`src/rtl/bale_pkg.sv`:
```
// ----------------------------------------------------------------------------
// bale_pkg
// Shared types, codes and defaults for the bounded array list engine.
// ----------------------------------------------------------------------------
package bale_pkg;

  localparam int unsigned DefCapacity = 16;

  // request kinds; code 7 is unused and completes with ok
  typedef enum logic [2:0] {
    REQ_APPEND  = 3'd0,
    REQ_INSERT  = 3'd1,
    REQ_REM_AT  = 3'd2,
    REQ_REM_VAL = 3'd3,
    REQ_FIND    = 3'd4,
    REQ_STATS   = 3'd5,
    REQ_CLEAR   = 3'd6
  } req_e;

  typedef enum logic [2:0] {
    ST_OK        = 3'd0,
    ST_FULL      = 3'd1,
    ST_BAD_INDEX = 3'd2,
    ST_NOT_FOUND = 3'd3,
    ST_EMPTY     = 3'd4
  } status_e;

  typedef enum logic [2:0] {
    IDX_HOLD = 3'd0,
    IDX_INC  = 3'd1,
    IDX_DEC  = 3'd2,
    IDX_POS  = 3'd3,
    IDX_ZERO = 3'd4
  } idx_op_e;

  typedef enum logic [1:0] {
    CNT_HOLD = 2'd0,
    CNT_INC  = 2'd1,
    CNT_DEC  = 2'd2,
    CNT_CLR  = 2'd3
  } cnt_op_e;

  typedef enum logic [1:0] {
    RD_IDX = 2'd0,
    RD_DN  = 2'd1,
    RD_UP  = 2'd2
  } rd_sel_e;

  typedef enum logic {
    WR_VAL = 1'b0,
    WR_MEM = 1'b1
  } wr_src_e;

  // controller to datapath
  typedef struct packed {
    logic    load;
    idx_op_e idx_op;
    cnt_op_e cnt_op;
    logic    rd_en;
    rd_sel_e rd_sel;
    logic    wr_en;
    wr_src_e wr_src;
    logic    set_status;
    status_e status_code;
    logic    found_wr;
    logic    acc_init;
    logic    acc_upd;
    logic    div_start;
    logic    mean_wr;
  } cmd_t;

  // datapath to controller
  typedef struct packed {
    logic [2:0] req_type;
    logic       full;
    logic       pos_gt_cnt;
    logic       pos_ge_cnt;
    logic       cnt_zero;
    logic       idx_gt_pos;
    logic       idx_p1_lt_cnt;
    logic       idx_lt_cnt;
    logic       match;
    logic       div_done;
  } sts_t;

endpackage

```
`src/rtl/bounded_array_list_engine.sv`:
```
// ----------------------------------------------------------------------------
// bounded_array_list_engine
// Bounded list of signed 32-bit values with append, insert, remove, find,
// statistics and clear; one result per transaction.
// Clear and unused kinds go straight to the result; append writes once;
//   insert and remove at index take a read and a write per shifted entry;
//   find and remove by value take a read and a check per scanned entry;
//   stats walk every entry, then run the serial divider for the mean.
// One transaction at a time; busy stays high until the result strobe.
// Result is shown one cycle on done_o; the receiver cannot stall.
// Reset clears count and control; entry RAM holds no reset and is not swept.
// ----------------------------------------------------------------------------
module bounded_array_list_engine
  import bale_pkg::*;
#(
  parameter int unsigned CAPACITY = DefCapacity
) (
  input  logic               clk_i,
  input  logic               rst_ni,
  input  logic               start,
  output logic               busy,
  input  logic [2:0]         req_type_i,
  input  logic signed [31:0] value_i,
  input  logic [3:0]         position_i,
  output logic               done_o,
  output logic [2:0]         status_o,
  output logic [3:0]         found_index_o,
  output logic [4:0]         item_count_o,
  output logic signed [31:0] largest_o,
  output logic signed [31:0] smallest_o,
  output logic signed [35:0] total_o,
  output logic signed [31:0] mean_o
);

  cmd_t cmd;
  sts_t sts;

  // sequencer
  bale_ctrl u_ctrl (
    .clk_i (clk_i),
    .rst_ni(rst_ni),
    .start (start),
    .busy  (busy),
    .done_o(done_o),
    .sts_i (sts),
    .cmd_o (cmd)
  );

  // storage and arithmetic
  bale_dp #(
    .CAPACITY(CAPACITY)
  ) u_dp (
    .clk_i        (clk_i),
    .rst_ni       (rst_ni),
    .req_type_i   (req_type_i),
    .value_i      (value_i),
    .position_i   (position_i),
    .cmd_i        (cmd),
    .sts_o        (sts),
    .status_o     (status_o),
    .found_index_o(found_index_o),
    .item_count_o (item_count_o),
    .largest_o    (largest_o),
    .smallest_o   (smallest_o),
    .total_o      (total_o),
    .mean_o       (mean_o)
  );

endmodule

```
`src/rtl/bale_ram.sv`:
```
// ----------------------------------------------------------------------------
// bale_ram
// Generic single write, single read RAM with registered read data.
// ----------------------------------------------------------------------------
module bale_ram #(
  parameter int unsigned Width = 32,
  parameter int unsigned Depth = 16,
  localparam int unsigned AddrW = (Depth > 1) ? $clog2(Depth) : 1
) (
  input  logic             clk_i,
  input  logic             we_i,
  input  logic [AddrW-1:0] waddr_i,
  input  logic [Width-1:0] wdata_i,
  input  logic             re_i,
  input  logic [AddrW-1:0] raddr_i,
  output logic [Width-1:0] rdata_o
);

  logic [Width-1:0] mem_q [Depth];

  // write port and registered read port
  always_ff @(posedge clk_i) begin
    if (we_i) begin
      mem_q[waddr_i] <= wdata_i;
    end
    if (re_i) begin
      rdata_o <= mem_q[raddr_i];
    end
  end

endmodule

```
`src/rtl/bale_dp.sv`:
```
// ----------------------------------------------------------------------------
// bale_dp
// Datapath: request registers, index and count, entry RAM, statistics
// accumulators, serial divider for the mean and result registers.
// ----------------------------------------------------------------------------
module bale_dp
  import bale_pkg::*;
#(
  parameter int unsigned CAPACITY = DefCapacity
) (
  input  logic               clk_i,
  input  logic               rst_ni,
  input  logic [2:0]         req_type_i,
  input  logic signed [31:0] value_i,
  input  logic [3:0]         position_i,
  input  cmd_t               cmd_i,
  output sts_t               sts_o,
  output logic [2:0]         status_o,
  output logic [3:0]         found_index_o,
  output logic [4:0]         item_count_o,
  output logic signed [31:0] largest_o,
  output logic signed [31:0] smallest_o,
  output logic signed [35:0] total_o,
  output logic signed [31:0] mean_o
);

  localparam int unsigned CntW  = $clog2(CAPACITY + 1);
  localparam int unsigned IdxW  = (CAPACITY > 1) ? $clog2(CAPACITY) : 1;
  localparam int unsigned CmpW  = CntW + 4;
  localparam int unsigned SumW  = 32 + CntW;
  localparam int unsigned StepW = $clog2(SumW + 1);

  logic [2:0]             type_q;
  logic [31:0]            val_q;
  logic [3:0]             pos_q;
  logic [CntW-1:0]        idx_q, idx_d;
  logic [CntW-1:0]        cnt_q, cnt_d;
  logic [2:0]             status_q;
  logic [CntW-1:0]        found_q;
  logic signed [31:0]     big_q, small_q, mean_q;
  logic signed [SumW-1:0] sum_q;
  logic [CntW:0]          rem_q;
  logic [SumW-1:0]        quo_q;
  logic                   neg_q;
  logic [StepW-1:0]       step_q;

  logic [31:0]            rdata;
  logic [CntW-1:0]        raddr;
  logic [31:0]            wdata;
  logic signed [31:0]     elem;
  logic [CntW:0]          shifted;
  logic                   ge;
  logic [SumW-1:0]        mag;
  logic [SumW-1:0]        qsigned;
  logic [CntW:0]          idx_p1;
  logic [CmpW-1:0]        pos_w, cnt_w, idx_w, found_w;
  logic [SumW+35:0]       tot_w;

  // latch the request on accept
  always_ff @(posedge clk_i) begin
    if (cmd_i.load) begin
      type_q <= req_type_i;
      val_q  <= value_i;
      pos_q  <= position_i;
    end
  end

  // select next index and count
  always_comb begin
    idx_d = idx_q;
    case (cmd_i.idx_op)
      IDX_INC:  idx_d = idx_q + 1'b1;
      IDX_DEC:  idx_d = idx_q - 1'b1;
      IDX_POS:  idx_d = CntW'(pos_q);
      IDX_ZERO: idx_d = '0;
      default:  idx_d = idx_q;
    endcase
    if (cmd_i.load) begin
      idx_d = cnt_q;
    end
    cnt_d = cnt_q;
    case (cmd_i.cnt_op)
      CNT_INC: cnt_d = cnt_q + 1'b1;
      CNT_DEC: cnt_d = cnt_q - 1'b1;
      CNT_CLR: cnt_d = '0;
      default: cnt_d = cnt_q;
    endcase
  end

  always_ff @(posedge clk_i or negedge rst_ni) begin
    if (!rst_ni) begin
      idx_q <= '0;
      cnt_q <= '0;
    end else begin
      idx_q <= idx_d;
      cnt_q <= cnt_d;
    end
  end

  // entry storage
  always_comb begin
    case (cmd_i.rd_sel)
      RD_DN:   raddr = idx_q - 1'b1;
      RD_UP:   raddr = idx_q + 1'b1;
      default: raddr = idx_q;
    endcase
  end

  assign wdata = (cmd_i.wr_src == WR_MEM) ? rdata : val_q;

  bale_ram #(
    .Width(32),
    .Depth(CAPACITY)
  ) u_ram (
    .clk_i  (clk_i),
    .we_i   (cmd_i.wr_en),
    .waddr_i(idx_q[IdxW-1:0]),
    .wdata_i(wdata),
    .re_i   (cmd_i.rd_en),
    .raddr_i(raddr[IdxW-1:0]),
    .rdata_o(rdata)
  );

  // result registers and statistics accumulators
  assign elem = $signed(rdata);

  always_ff @(posedge clk_i or negedge rst_ni) begin
    if (!rst_ni) begin
      status_q <= ST_OK;
    end else if (cmd_i.load) begin
      status_q <= ST_OK;
    end else if (cmd_i.set_status) begin
      status_q <= cmd_i.status_code;
    end
  end

  always_ff @(posedge clk_i) begin
    if (cmd_i.load) begin
      found_q <= '0;
      big_q   <= '0;
      small_q <= '0;
      sum_q   <= '0;
      mean_q  <= '0;
    end else begin
      if (cmd_i.found_wr) begin
        found_q <= idx_q;
      end
      if (cmd_i.acc_init) begin
        big_q   <= 32'sh8000_0000;
        small_q <= 32'sh7fff_ffff;
        sum_q   <= '0;
      end else if (cmd_i.acc_upd) begin
        if (elem > big_q) begin
          big_q <= elem;
        end
        if (elem < small_q) begin
          small_q <= elem;
        end
        sum_q <= sum_q + SumW'(elem);
      end
      if (cmd_i.mean_wr) begin
        mean_q <= $signed(qsigned[31:0]);
      end
    end
  end

  // restoring divider: one quotient bit per cycle
  assign mag     = sum_q[SumW-1] ? SumW'(-sum_q) : SumW'(sum_q);
  assign shifted = {rem_q[CntW-1:0], quo_q[SumW-1]};
  assign ge      = shifted >= {1'b0, cnt_q};
  assign qsigned = neg_q ? (~quo_q + 1'b1) : quo_q;

  always_ff @(posedge clk_i or negedge rst_ni) begin
    if (!rst_ni) begin
      step_q <= '0;
    end else if (cmd_i.div_start) begin
      step_q <= StepW'(SumW);
    end else if (step_q != '0) begin
      step_q <= step_q - 1'b1;
    end
  end

  always_ff @(posedge clk_i) begin
    if (cmd_i.div_start) begin
      rem_q <= '0;
      quo_q <= mag;
      neg_q <= sum_q[SumW-1];
    end else if (step_q != '0) begin
      rem_q <= ge ? (shifted - {1'b0, cnt_q}) : shifted;
      quo_q <= {quo_q[SumW-2:0], ge};
    end
  end

  // status toward the controller
  assign pos_w  = CmpW'(pos_q);
  assign cnt_w  = CmpW'(cnt_q);
  assign idx_w  = CmpW'(idx_q);
  assign idx_p1 = {1'b0, idx_q} + 1'b1;

  assign sts_o.req_type      = type_q;
  assign sts_o.full          = cnt_q >= CntW'(CAPACITY);
  assign sts_o.pos_gt_cnt    = pos_w > cnt_w;
  assign sts_o.pos_ge_cnt    = pos_w >= cnt_w;
  assign sts_o.cnt_zero      = cnt_q == '0;
  assign sts_o.idx_gt_pos    = idx_w > pos_w;
  assign sts_o.idx_p1_lt_cnt = idx_p1 < {1'b0, cnt_q};
  assign sts_o.idx_lt_cnt    = idx_q < cnt_q;
  assign sts_o.match         = rdata == val_q;
  assign sts_o.div_done      = step_q == '0;

  // result ports
  assign found_w       = CmpW'(found_q);
  assign tot_w         = (SumW + 36)'(sum_q);
  assign status_o      = status_q;
  assign found_index_o = found_w[3:0];
  assign item_count_o  = cnt_w[4:0];
  assign largest_o     = big_q;
  assign smallest_o    = small_q;
  assign total_o       = $signed(tot_w[35:0]);
  assign mean_o        = mean_q;

endmodule

```
`src/rtl/bale_ctrl.sv`:
```
// ----------------------------------------------------------------------------
// bale_ctrl
// Controller: sequences search, shift, statistics and divide steps.
// ----------------------------------------------------------------------------
module bale_ctrl
  import bale_pkg::*;
(
  input  logic clk_i,
  input  logic rst_ni,
  input  logic start,
  output logic busy,
  output logic done_o,
  input  sts_t sts_i,
  output cmd_t cmd_o
);

  localparam logic [3:0] S_IDLE     = 4'd0;
  localparam logic [3:0] S_DECODE   = 4'd1;
  localparam logic [3:0] S_INS_CHK  = 4'd2;
  localparam logic [3:0] S_INS_WR   = 4'd3;
  localparam logic [3:0] S_INS_PUT  = 4'd4;
  localparam logic [3:0] S_DEL_CHK  = 4'd5;
  localparam logic [3:0] S_DEL_WR   = 4'd6;
  localparam logic [3:0] S_SCAN_RD  = 4'd7;
  localparam logic [3:0] S_SCAN_CHK = 4'd8;
  localparam logic [3:0] S_DIV      = 4'd9;
  localparam logic [3:0] S_DONE     = 4'd10;

  logic [3:0] state_q, state_d;

  // next state and command decode
  always_comb begin
    state_d = state_q;
    cmd_o   = '0;
    case (state_q)
      S_IDLE: begin
        if (start) begin
          cmd_o.load = 1'b1;
          state_d    = S_DECODE;
        end
      end
      S_DECODE: begin
        state_d = S_DONE;
        case (sts_i.req_type)
          REQ_APPEND: begin
            if (sts_i.full) begin
              cmd_o.set_status  = 1'b1;
              cmd_o.status_code = ST_FULL;
            end else begin
              state_d = S_INS_PUT;
            end
          end
          REQ_INSERT: begin
            if (sts_i.full) begin
              cmd_o.set_status  = 1'b1;
              cmd_o.status_code = ST_FULL;
            end else if (sts_i.pos_gt_cnt) begin
              cmd_o.set_status  = 1'b1;
              cmd_o.status_code = ST_BAD_INDEX;
            end else begin
              state_d = S_INS_CHK;
            end
          end
          REQ_REM_AT: begin
            if (sts_i.pos_ge_cnt) begin
              cmd_o.set_status  = 1'b1;
              cmd_o.status_code = ST_BAD_INDEX;
            end else begin
              cmd_o.idx_op = IDX_POS;
              state_d      = S_DEL_CHK;
            end
          end
          REQ_REM_VAL, REQ_FIND: begin
            cmd_o.idx_op = IDX_ZERO;
            state_d      = S_SCAN_RD;
          end
          REQ_STATS: begin
            if (sts_i.cnt_zero) begin
              cmd_o.set_status  = 1'b1;
              cmd_o.status_code = ST_EMPTY;
            end else begin
              cmd_o.idx_op   = IDX_ZERO;
              cmd_o.acc_init = 1'b1;
              state_d        = S_SCAN_RD;
            end
          end
          REQ_CLEAR: begin
            cmd_o.cnt_op = CNT_CLR;
          end
          default: begin
            state_d = S_DONE;
          end
        endcase
      end
      // shift up from the top, one entry per read and write pair
      S_INS_CHK: begin
        if (sts_i.idx_gt_pos) begin
          cmd_o.rd_en  = 1'b1;
          cmd_o.rd_sel = RD_DN;
          state_d      = S_INS_WR;
        end else begin
          state_d = S_INS_PUT;
        end
      end
      S_INS_WR: begin
        cmd_o.wr_en  = 1'b1;
        cmd_o.wr_src = WR_MEM;
        cmd_o.idx_op = IDX_DEC;
        state_d      = S_INS_CHK;
      end
      S_INS_PUT: begin
        cmd_o.wr_en  = 1'b1;
        cmd_o.wr_src = WR_VAL;
        cmd_o.cnt_op = CNT_INC;
        state_d      = S_DONE;
      end
      // shift down over the removed slot
      S_DEL_CHK: begin
        if (sts_i.idx_p1_lt_cnt) begin
          cmd_o.rd_en  = 1'b1;
          cmd_o.rd_sel = RD_UP;
          state_d      = S_DEL_WR;
        end else begin
          cmd_o.cnt_op = CNT_DEC;
          state_d      = S_DONE;
        end
      end
      S_DEL_WR: begin
        cmd_o.wr_en  = 1'b1;
        cmd_o.wr_src = WR_MEM;
        cmd_o.idx_op = IDX_INC;
        state_d      = S_DEL_CHK;
      end
      // walk the stored entries
      S_SCAN_RD: begin
        if (sts_i.idx_lt_cnt) begin
          cmd_o.rd_en  = 1'b1;
          cmd_o.rd_sel = RD_IDX;
          state_d      = S_SCAN_CHK;
        end else if (sts_i.req_type == REQ_STATS) begin
          cmd_o.div_start = 1'b1;
          state_d         = S_DIV;
        end else begin
          cmd_o.set_status  = 1'b1;
          cmd_o.status_code = ST_NOT_FOUND;
          state_d           = S_DONE;
        end
      end
      S_SCAN_CHK: begin
        if (sts_i.req_type == REQ_STATS) begin
          cmd_o.acc_upd = 1'b1;
          cmd_o.idx_op  = IDX_INC;
          state_d       = S_SCAN_RD;
        end else if (sts_i.match) begin
          if (sts_i.req_type == REQ_FIND) begin
            cmd_o.found_wr = 1'b1;
            state_d        = S_DONE;
          end else begin
            state_d = S_DEL_CHK;
          end
        end else begin
          cmd_o.idx_op = IDX_INC;
          state_d      = S_SCAN_RD;
        end
      end
      S_DIV: begin
        if (sts_i.div_done) begin
          cmd_o.mean_wr = 1'b1;
          state_d       = S_DONE;
        end
      end
      S_DONE: begin
        state_d = S_IDLE;
      end
      default: begin
        state_d = S_IDLE;
      end
    endcase
  end

  always_ff @(posedge clk_i or negedge rst_ni) begin
    if (!rst_ni) begin
      state_q <= S_IDLE;
    end else begin
      state_q <= state_d;
    end
  end

  assign busy   = state_q != S_IDLE;
  assign done_o = state_q == S_DONE;

  // an accepted transaction is decoded in the next cycle
  a_accept_decode : assert property (@(posedge clk_i) disable iff (!rst_ni)
    (start && !busy) |=> (state_q == S_DECODE))
    else $error("accepted transaction not decoded");

  // a result strobe lasts one cycle and frees the block
  a_done_idle : assert property (@(posedge clk_i) disable iff (!rst_ni)
    done_o |=> !busy)
    else $error("block still busy after result");

  // never write a new value into a full list
  a_put_not_full : assert property (@(posedge clk_i) disable iff (!rst_ni)
    (state_q == S_INS_PUT) |-> !sts_i.full)
    else $error("value placed into full list");

  // the divider runs only after the statistics walk
  a_div_stats : assert property (@(posedge clk_i) disable iff (!rst_ni)
    (state_q == S_DIV) |-> (sts_i.req_type == REQ_STATS))
    else $error("divider used outside statistics");

endmodule

```
`config.mk`:
```
export PLATFORM = sky130hd
export DESIGN_NAME = bounded_array_list_engine
export DESIGN_NICKNAME = d
export VERILOG_FILES = /design/src/rtl/bale_pkg.sv /design/src/rtl/bounded_array_list_engine.sv /design/src/rtl/bale_ram.sv /design/src/rtl/bale_dp.sv /design/src/rtl/bale_ctrl.sv
export SDC_FILE = /design/constraint.sdc
export NUM_CORES = 1
export LEC_CHECK = 0
export ABC_CLOCK_PERIOD_IN_PS = 11100
export BUFFER_PORTS_ARGS = -buffer_cell sky130_fd_sc_hd__buf_2
export CAP_MARGIN = 20
export CELL_PAD_IN_SITES_DETAIL_PLACEMENT = 0
export CELL_PAD_IN_SITES_GLOBAL_PLACEMENT = 1
export CORE_ASPECT_RATIO = 0.9
export CORE_MARGIN = 2
export CORE_UTILIZATION = 55
export DETAILED_ROUTE_END_ITERATION = 10
export GPL_TIMING_DRIVEN = 0
export MAX_ROUTING_LAYER = met4
export PLACE_DENSITY_LB_ADDON = 0.1
export SLEW_MARGIN = 20
export SYNTH_ARGS = -nofsm -noshare
export SYNTH_HDL_FRONTEND = slang
export SYNTH_SLANG_ARGS = --single-unit
```
`constraint.sdc`:
```
create_clock -name clk_i -period 11.1 [get_ports clk_i]
set_input_delay 2.22 -clock clk_i [delete_from_list [all_inputs] [get_ports clk_i]]
set_output_delay 2.22 -clock clk_i [all_outputs]
set_load 0.02 [all_outputs]
```
==> results by group, run 1 <==
Synthesis
  • Ys async rst share: 2.926%
  • Yosys warning count: 0
  • Mapped cell area: about 36000 um^2
  • Cells after synthesis: 2677
  • Synth area leaders: edfxtp_1 (51%), mux4_2 (7.9%), dfxtp_1 (7.8%)
  • Commonest register cell after synthesis: edfxtp_1
  • EDFF count, synth: just over 600
  • Register area share after synthesis: 60.74%
  • #FFs+latches synth: between 700 and 800
  • Netlist cell types: 70
  • Post-synth top area share: 51.33%
  • Area leader, netlist: edfxtp_1
  • Synthesized area per cell: 13.57 um^2
  • Net count after synthesis: 2856

Job
  • Max-Cap Viols: 0

Power and ir drop
  • Int Pwr: 7359 uW
  • Max IR drop VDD: approximately 0.16 mV
  • Sw frac: 38.42%
  • P_sw: about 4600 uW
  • Sequential share of power: approximately 38%
  • Clock power share: 22.7%
  • Power Dens Cells: about 290 nW/um^2
  • Pleak: 0.01558 uW
  • Total Power: between 10000 and 15000 uW
  • Combinational group share of total power: 39.6%

Floorplan
  • Initial core utilization: 55.48%
  • IO Count: 188
  • Die Span X: roughly 270 um
  • Die H: 247.8 um
  • Std cell rows: between 80 and 90
  • Die area: 68130 um^2
  • Core box area: 65480 um^2

Timing
  • Finish-stage setup viols: 0
  • Worst Clk Skew: 0.03957 ns
  • Slew @ Worst Pin: 1.089 ns
  • Final min period: 6.608 ns
  • Final hold vios: 0
  • Max_slew headroom: 27.27%
  • Slew Limit Fails: 0
  • Setup repair after global routing missed its margin: no
  • Hold slack: 0.4585 ns
  • Setup tns final: 0 ns
  • Maximum clock rate: 0.1513 GHz
  • Final worst path period share: between 50% and 60%

Clock network
  • CTS hold repair buffers: 0
  • Clk root buf: clkbuf_16
  • Clock slew at reported path FFs: 0.06 ns
  • # H-tree levels: 3
  • Post-CTS setup buffer count: 0
  • Clock tree from TritonCTS: built
  • Clk sinks: 786
  • CTS resizes: 0
  • Clock latency on the worst-skew pair: 0.65 ns
  • Num CTS Buffers: 80
  • Clk buf depth: 3

Critical path
  • FF-to-FF setup slack: about 4.5 ns
  • Worst setup SP type: flop
  • Crit end category: flop
  • Worst reg-to-reg path cell count: 19
  • Worst path slowest cell: buf_1
  • Critical path class: reg2reg
  • Crit-path cells: clkbuf_1 -> inv_1 -> ha_1 -> ha_1 -> a21boi_0 -> o21a_1 -> o21a_1 -> o21ai_0 -> nand4_1 -> ha_1 -> clkbuf_1 -> nor2_1 -> a21oi_1 -> clkbuf_1 -> buf_1 -> buf_1 -> mux4_2 -> mux2i_1 -> a21oi_1
  • R2r startpoint: u_dp.idx_q[1]
  • Worst Setup SP: u_dp.idx_q[1]
  • Worst path max stage delay: 0.71 ns
  • Data arrival, critical path: roughly 7.0 ns
  • Crit Path Max Fanout: 10
  • CP Data Required Time: 11.44 ns

Global routing
  • Grt ovf: 0
  • Largest net degree at the start of global routing: 38
  • Vias in the first global route: 23510
  • Total GRT Usage: 30.26%
  • Initial antenna violation count: 2
  • First-pass GRT wire length: 147300 um

Detailed routing
  • Routed vias/inst: 6.185
  • Iter 0 DRT Violations: ~2300
  • DR vias: 24150
  • Post-DRT Antenna Nets: 0
  • Drt wl/cell: between 20 and 30 um
  • Drt drc: 0
  • DR pass1 iterations: 5
  • Final wirelength: approximately 100000 um

Placed design
  • # port buffers: 187
  • Final RePlAce weighted congestion: roughly 0.95
  • Placed cell areas: between 30000 and 40000 um^2
  • DP HPWL: ~71000 um

Run status
  • Status: finished clean

Finish
  • Fin nets: 3157
  • Area growth, synth to finish: 14.52%
  • Final instance area: 41600 um^2
  • Share of cells above drive strength 1: 19.21%

Hold path
  • Hold Path Depth: 0
  • Hold WC Path Type: reg2reg
  • Hold Startpoint: u_dp.sum_q[36]
==> power groups by stage <==
stage          clock network [uW]  registers [uW]  logic, uW
3_3_place_gp                    0            4560       4520
6_report                     2710            4510       4730
3_5_place_dp                    0            4560       4690
4_1_cts                      2740            4500       4720
2_1_floorplan                   0            4400       3210
5_1_grt                      2860            4550       5180
==> cell type report <==
cell class / count / area (um^2)
Tap cell: 864 / 1081
Sequential cell: 786 / 22070
Timing Repair Buffer: 219 / 1400
Buffer: 171 / 793.3
Multi-Input combinational cell: 1611 / 13210
Antenna cell: 1 / 2.502
Clock buffer: 98 / 2123
Inverter: 109 / 409.1
Clock inverter: 46 / 521.8
Fill cell: 4940 / 23870
==> flip-flops by register name, indices dropped and copies added, names as in the netlist, 5 cells and up <==
name                flops
u_dp.step_q             6
u_dp.smallest_o        32
u_dp.sum_q             37
u_dp.quo_q             37
u_dp.idx_q              5
u_dp.rem_q              5
u_dp.val_q             32
u_dp.largest_o         32
u_dp.mean_o            32
u_dp.u_ram.mem_q      512
u_dp.item_count_o       5
u_dp.u_ram.rdata_o     32
==> per-layer routing <==
layer  routed length [um]  GRT usage (%)  vias up
li1                     -              -    10800
met2                48190          48.30      964
met1                41580          40.08    12200
met5                    0              -        -
met4                 3154          9.428        0
met3                 6922          5.050      189
==> kinds of logic after synthesis <==
| group | share of synthesized area (%) |
|---|---|
| xor+xnor | 3.134 |
| flops | 60.74 |
| simple gates | 7.753 |
| buf+inv | 3.279 |
| compound gates | 9.241 |
| fa+ha+maj | 4.780 |
| mux | 11.07 |
==> cell usage after synthesis (23+ instances only) <==
library cell,number
edfxtp_1,621
nand2_1,171
nor2_1,158
dfxtp_1,142
ha_1,134
a21oi_1,130
mux4_2,128
clkbuf_1,111
o21ai_0,110
inv_1,109
xor2_1,107
mux2i_1,79
a211oi_1,78
nor3_1,62
nor2b_1,48
a21o_1,43
nand3_1,41
buf_4,36
a311oi_1,35
mux2_2,31
o31ai_1,28
dfrtp_1,23
xnor2_1,23
==> stage by stage <==
| stage | utilization (%) | std cells | worst slack, ns |
|---|---|---|---|
| floorplan | - | 2677 | 6.108 |
| global placement | 58.56 | 3728 | 4.201 |
| detailed placement | 59.48 | 3760 | 4.260 |
| CTS | 63.52 | 3904 | 4.251 |
| global route | 63.54 | 3905 | 4.021 |
| finish | 63.54 | 3905 | 4.492 |
==> worst paths after layout <==
| check | end |
|---|---|
| setup / recovery | u_dp.u_ram.rdata_o[25] |
| hold / removal | u_dp.neg_q |
| setup reg to reg | u_dp.u_ram.rdata_o[25] |
| hold reg to reg | u_dp.neg_q |
| max in group asynchronous | u_dp.step_q[1] |
| min in group asynchronous | u_dp.idx_q[2] |
==> cells in the final DEF, fill, tap and decap left out, drive strengths merged, types with 8 or more instances in the layout <==
cell type  Yosys  routed
clkinv         0      35
nand3         41      41
o31ai         28      28
mux4         128     128
buf           60     273
dfrtp         23      23
or2            8       8
a31oi         11      11
a311oi        35      35
nor2         158     158
a211oi        78      78
nand4         20      20
xnor2         23      23
edfxtp       621     621
dfxtp        142     142
a21oi        130     130
o211ai        12      12
clkbuf       111     215
ha           134     134
o21a          14      14
mux2i         79      79
o21ai        110     110
nor2b         48      48
or3           19      19
nand2        171     171
inv          109     111
nand2b        17      17
or4           14      14
mux2          31      31
nor3          62      62
a21o          43      43
xor2         107     107
nor4          19      19
==> worst max-delay path, delay by kind of cell, from the launching register on <==
kind / cells / cell delay [ns]
buffers and inverters: 6 / 2.68
DFF: 1 / 0.47
muxes: 2 / 0.68
and+or+nand+nor: 2 / 0.32
adders and majority gates: 3 / 1.07
AOI/OAI and AO/OA: 6 / 1.07
No activity file was read; power rests on OpenSTA's default activity.
==> run 2: changes to the inputs <==
--- a/config.mk
+++ b/config.mk
@@ -5,14 +5,14 @@
 export SDC_FILE = /design/constraint.sdc
 export NUM_CORES = 1
 export LEC_CHECK = 0
-export ABC_CLOCK_PERIOD_IN_PS = 11100
+export ABC_CLOCK_PERIOD_IN_PS = 6500
 export BUFFER_PORTS_ARGS = -buffer_cell sky130_fd_sc_hd__buf_2
 export CAP_MARGIN = 20
 export CELL_PAD_IN_SITES_DETAIL_PLACEMENT = 0
 export CELL_PAD_IN_SITES_GLOBAL_PLACEMENT = 1
 export CORE_ASPECT_RATIO = 0.9
 export CORE_MARGIN = 2
-export CORE_UTILIZATION = 55
+export CORE_UTILIZATION = 51
 export DETAILED_ROUTE_END_ITERATION = 10
 export GPL_TIMING_DRIVEN = 0
 export MAX_ROUTING_LAYER = met4
==> constraint.sdc (replaced) <==
create_clock -name clk_i -period 6.5 [get_ports clk_i]
set_input_delay 1.3 -clock clk_i [delete_from_list [all_inputs] [get_ports clk_i]]
set_output_delay 1.3 -clock clk_i [all_outputs]
set_load 0.02 [all_outputs]
==> results by group, run 2 (synthesized netlist as in run 1, its figures left out) <==
Run status
  • Status: finished clean

Critical path
  • CP Data Required Time: 6.86 ns
  • Worst setup SP type: flop
  • Crit end category: flop
  • Data arrival, critical path: around 6.4 ns
  • Crit Path Max Fanout: 10
  • Most frequent CP cell: ha_1
  • Worst path max stage delay: 0.55 ns
  • Crit-path cells: buf_2 -> inv_1 -> ha_1 -> ha_1 -> a21boi_0 -> o21a_1 -> o21a_1 -> o21ai_0 -> nand4_1 -> ha_1 -> clkbuf_1 -> nor2_1 -> a21oi_1 -> clkbuf_1 -> clkbuf_2 -> clkdlybuf4s15_2 -> mux4_2 -> mux2i_1 -> a21oi_1
  • Critical path class: reg2reg
  • Worst path slowest cell: clkdlybuf4s15_2

Timing
  • Setup repair after global routing missed its margin: no
  • Max_slew headroom: 25.53%
  • Final WS setup: just under 0.5 ns
  • Slew Limit Fails: 0
  • Final hold vios: 0
  • Final worst path period share: 92.61%
  • Final min period: 6.020 ns
  • Finish-stage setup viols: 0
  • Slew @ Worst Pin: 1.117 ns
  • Worst Clk Skew: 0.03530 ns
  • Maximum clock rate: roughly 0.17 GHz

Detailed routing
  • Drt wl/cell: 25.24 um
  • DR pass1 iterations: 5
  • Post-DRT Antenna Nets: 0
  • Final wirelength: 100700 um
  • Iter 0 DRT Violations: 2204
  • DR vias: 24020
  • Drt drc: 0
  • Metal-1 WL: 44160 um
  • Met2 wire length: 47980 um
  • Metal3 WL: about 6500 um
  • Routed vias/inst: about 6
  • Highest Signal Layer: met4

Clock network
  • Post-CTS setup buffer count: 0
  • Clock slew at reported path FFs: ~0.06 ns
  • Clock latency on the worst-skew pair: about 0.65 ns
  • # H-tree levels: 3
  • Clk sinks: between 700 and 800
  • Clk buf depth: 3
  • Clk root buf: clkbuf_16
  • Num CTS Buffers: 84
  • CTS hold repair buffers: 0
  • Clock tree from TritonCTS: built

Global routing
  • First-pass GRT wire length: 148900 um
  • Total GRT Usage: roughly 28%
  • Initial antenna violation count: 2
  • Largest net degree at the start of global routing: 38
  • Vias in the first global route: 23200
  • Grt ovf: 0

Placed design
  • Placed cell areas: around 40000 um^2
  • DP HPWL: 71890 um
  • DP Worst Slack: -0.2923 ns
  • Inst Count DP: 3835
  • # port buffers: 187
  • Final RePlAce weighted congestion: 0.9000

Finish
  • Fin nets: 3160
  • Max reg flops: 512
  • Area growth, synth to finish: 16.14%
  • Most frequent cells in the layout: edfxtp_1 (621), buf_2 (193), nand2_1 (169)
  • Commonest non-fill, non-tap cell in the layout: edfxtp_1
  • Largest reg by FF count: u_dp.u_ram.mem_q
  • Filler cells: 5483
  • Share of cells above drive strength 1: 19.90%
  • Fin cells: between 3000 and 4000
  • # diodes: 0
  • Biggest regs: u_dp.u_ram.mem_q: 512 flops, u_dp.quo_q: 37 flops, u_dp.sum_q: 37 flops
  • Final instance area: between 40000 and 50000 um^2

Floorplan
  • Die area: between 70000 and 80000 um^2
  • Die H: 257.2 um
  • Die Span X: 285.3 um
  • IO Count: 188
  • Core box area: between 70000 and 80000 um^2
  • Std cell rows: between 90 and 100
  • Initial core utilization: between 50% and 60%

Hold path
  • Hold WC Path Type: reg2reg

Power and ir drop
  • Power Dens Cells: 500.3 nW/um^2
  • Pleak: 0.01582 uW
  • Max IR drop VDD: approximately 0.26 mV

Job
  • Max-Cap Viols: 0
==> run 2: worst max-delay path, delay by kind of cell, from the launching register on <==
family,cells,cell delay [ns]
compound gates,6,1.04
flops,1,0.49
simple gates,2,0.31
mux,2,0.63
fa+ha+maj,3,1.04
buf+inv,6,2.23
==> run 2: worst paths after layout <==
check,startpoint,end,slack [ns],depth (start not counted)
max in group asynchronous,rst_ni,u_dp.step_q[3],5.40,1
worst max-delay path,u_dp.idx_q[0],u_dp.u_ram.rdata_o[4],0.48,19
worst min-delay path,u_dp.sum_q[36],u_dp.neg_q,0.46,0
min in group asynchronous,rst_ni,u_dp.idx_q[2],0.67,1
worst min register to register,u_dp.sum_q[36],u_dp.neg_q,0.46,0
worst max register to register,u_dp.idx_q[0],u_dp.u_ram.rdata_o[4],0.48,19
==> run 2: report_power, final <==
part,switching [uW],internal (uW),total [uW]
clock network,2060,3230,5290
logic,4890,3230,8120
registers,969,6730,7700
==> run 2: layout make-up <==
| class | instances | area (um^2) | area share (%) |
|---|---|---|---|
| sequential | 786 | 22070 | 52.30 |
| multi-input combinational | 1611 | 13200 | 31.29 |
| clock buffer | 112 | 2366 | 5.608 |
| timing repair buffer | 218 | 1386 | 3.286 |
| tap | 940 | 1176 | 2.788 |
| buffer | 171 | 839.6 | 1.990 |
| clock inverter | 44 | 747.0 | 1.770 |
| inverter | 109 | 409.1 | 0.9697 |
==> run 2: routing by layer <==
| metal | up-vias | track usage [%] |
|---|---|---|
| met5 | - | - |
| met4 | 0 | 6.661 |
| met3 | 139 | 3.511 |
| met2 | 887 | 44.02 |
| met1 | 12180 | 39.35 |
| li1 | 10820 | - |
==> run 2: what timing repair did <==
item	4_1_cts	5_1_grt
gates resized for setup	14	38
endpoints found under the setup margin	29	32
cloned	0	0
==> run 2: metrics by stage <==
stage / utilization, % / power [uW] / hold WS [ns] / setup TNS [ns]
6_report: 60.09 / 21110 / 0.4563 / 0
5_1_grt: 60.09 / 22180 / 0.4586 / 0
4_1_cts: 60.08 / 21180 / 0.4560 / 0
3_5_place_dp: 55.58 / 15850 / 0.4545 / -3.108
3_3_place_gp: 54.75 / 15590 / 0.4507 / -64.26
2_1_floorplan: - / 13010 / 0.4264 / 0
==> run 3: changes to the inputs <==
--- a/config.mk
+++ b/config.mk
@@ -16,7 +16,7 @@
 export DETAILED_ROUTE_END_ITERATION = 10
 export GPL_TIMING_DRIVEN = 0
 export MAX_ROUTING_LAYER = met4
-export PLACE_DENSITY_LB_ADDON = 0.1
+export PLACE_DENSITY = 0.83
 export SLEW_MARGIN = 20
 export SYNTH_ARGS = -nofsm -noshare
 export SYNTH_HDL_FRONTEND = slang
==> results by group, run 3 (synthesized netlist as in run 1, its figures left out) <==
Detailed routing
  • Post-DRT Antenna Nets: 0
  • Iter 0 DRT Violations: ~2300
  • DR vias: 24240
  • Drt wl/cell: 24.70 um
  • DR pass1 iterations: 5
  • Routed vias/inst: between 6 and 7
  • Final wirelength: 98520 um
  • Drt drc: 0

Timing
  • Maximum clock rate: between 0.15 and 0.2 GHz
  • Max_slew headroom: 31.94%
  • Finish-stage setup viols: 0
  • Final min period: 6.194 ns
  • Setup tns final: 0 ns
  • Final worst path period share: a little over nine tenths
  • Setup repair after global routing missed its margin: yes
  • Slew @ Worst Pin: between 1 and 1.5 ns
  • Slew Limit Fails: 0
  • Worst Clk Skew: 0.04408 ns
  • Final hold vios: 0

Critical path
  • FF-to-FF setup slack: 0.31 ns
  • Worst setup SP type: flop
  • Worst reg-to-reg path cell count: 19
  • CP Data Required Time: 6.87 ns
  • Data arrival, critical path: 6.56 ns
  • Critical path class: reg2reg
  • Crit Path Max Fanout: 10
  • Crit end category: flop

Hold path
  • Hold WC Path Type: reg2reg
  • Hold Path Depth: 0

Global routing
  • Largest net degree at the start of global routing: 38
  • Grt ovf: 0
  • Total GRT Usage: 27.56%
  • Initial antenna violation count: 1
  • First-pass GRT wire length: 148000 um
  • Vias in the first global route: about 24000

Clock network
  • Num CTS Buffers: 81
  • Clk buf depth: 3
  • CTS hold repair buffers: 0
  • Clk sinks: between 700 and 800
  • # H-tree levels: 3
  • Clk root buf: clkbuf_16
  • Clock latency on the worst-skew pair: 0.66 ns
  • Clock tree from TritonCTS: built
  • Clock slew at reported path FFs: 0.06 ns

Floorplan
  • IO Count: 188
  • Core box area: 70220 um^2
  • Die Span X: 285.3 um
  • Std cell rows: 92
  • Die H: around 260 um
  • Initial core utilization: 51.74%
  • Die area: around 73000 um^2

Finish
  • Biggest regs: u_dp.u_ram.mem_q: 512 flops, u_dp.quo_q: 37 flops, u_dp.sum_q: 37 flops
  • Fin nets: 3158
  • Commonest non-fill, non-tap cell in the layout: edfxtp_1
  • Max reg flops: 512
  • Filler cells: 5398
  • Core Util, Final: 59.79%
  • Fin cells: 3988
  • # diodes: 0
  • Area growth, synth to finish: 15.56%
  • Most frequent cells in the layout: edfxtp_1 (621), buf_2 (191), nand2_1 (169)
  • Largest reg by FF count: u_dp.u_ram.mem_q
  • Share of cells above drive strength 1: 19.75%

Placed design
  • Final RePlAce weighted congestion: 0.8951
  • # port buffers: 187
  • Inst Count DP: 3835
  • DP HPWL: 69780 um

Power and ir drop
  • Total Power: between 20000 and 25000 uW
  • Pleak: roughly 0.016 uW
  • Power Dens Cells: about 500 nW/um^2
  • Max IR drop VDD: between 0.2 and 0.3 mV

Job
  • Max-Cap Viols: 0

Run status
  • Status: finished clean
==> run 3: changes by cell type in the layout (fill, tap and decap cells not counted), moves of 3 or more <==
cell and delta:
clkinv_2 +8, buf_6 +5, bufinv_16 -5, clkbuf_2 -5, buf_4 -4, clkbuf_16 -4, clkbuf_8 -4, inv_16 +3
==> run 3: power by group <==
| group | total (uW) | internal [uW] | switching (uW) | leakage [uW] |
|---|---|---|---|---|
| clock | 4920 | 2880 | 2040 | 0.00138 |
| combinational | 8040 | 3250 | 4790 | 0.00727 |
| sequential | 7730 | 6730 | 999 | 0.00707 |
==> run 3: final timing paths <==
kind / end / start
hold reg to reg: u_dp.neg_q / u_dp.sum_q[36]
hold / removal: u_dp.neg_q / u_dp.sum_q[36]
max in group asynchronous: u_dp.step_q[3] / rst_ni
setup / recovery: u_dp.u_ram.rdata_o[16] / u_dp.idx_q[1]
setup reg to reg: u_dp.u_ram.rdata_o[16] / u_dp.idx_q[1]
min in group asynchronous: u_dp.item_count_o[0] / rst_ni
==> run 3: cell type report <==
cell class              count  area, um^2  share of cell area [%]
inverters                 109       409.1                  0.9746
clock buffers             101        2196                   5.231
multi-input cells        1611       13200                   31.45
well taps                 940        1176                   2.802
plain buffers             170       845.8                   2.015
repair buffers            220        1430                   3.407
flip-flops and latches    786       22070                   52.56
clock inverters            51       654.4                   1.559
==> run 3: timing repair <==
action / CTS / global route
resized for setup: 22 / 27
buffers inserted: 0 / 0
endpoints found under the setup margin: 32 / 32
==> run 3: stage by stage <==
step,setup slack [ns],hold slack [ns],cell area (um^2)
finish,0.3062,0.4964,41980
global placement,-0.1910,0.4633,38440
global route,-0.001843,0.5246,41980
CTS,0.01587,0.4966,41970
detailed placement,-0.2706,0.4826,39050
floorplan,1.508,0.4264,36330
==> run 3: layer usage <==
metal / GRT usage [%] / wire [um] / share of wire (%) / vias up
met4: 10.17 / 3710 / 3.8 / 0
met2: 44.36 / 47880 / 49 / 1042
met3: 4.521 / 7515 / 7.6 / 233
met5: - / 0 / 0 / -
met1: 35.43 / 39420 / 40 / 12130
li1: - / - / - / 10830
==> run 3: critical path: stages, from the launching register on <==
cell	delay [ns]
dfrtp_1	0.50
clkbuf_1	0.37
inv_1	0.22
ha_1	0.42
ha_1	0.30
a21boi_0	0.12
o21a_1	0.19
o21a_1	0.16
o21ai_0	0.22
nand4_1	0.22
ha_1	0.34
clkbuf_1	0.29
nor3_1	0.09
a21oi_1	0.36
buf_2	0.38
clkbuf_4	0.37
buf_2	0.41
mux4_2	0.58
mux2i_1	0.24
a21oi_1	0.10
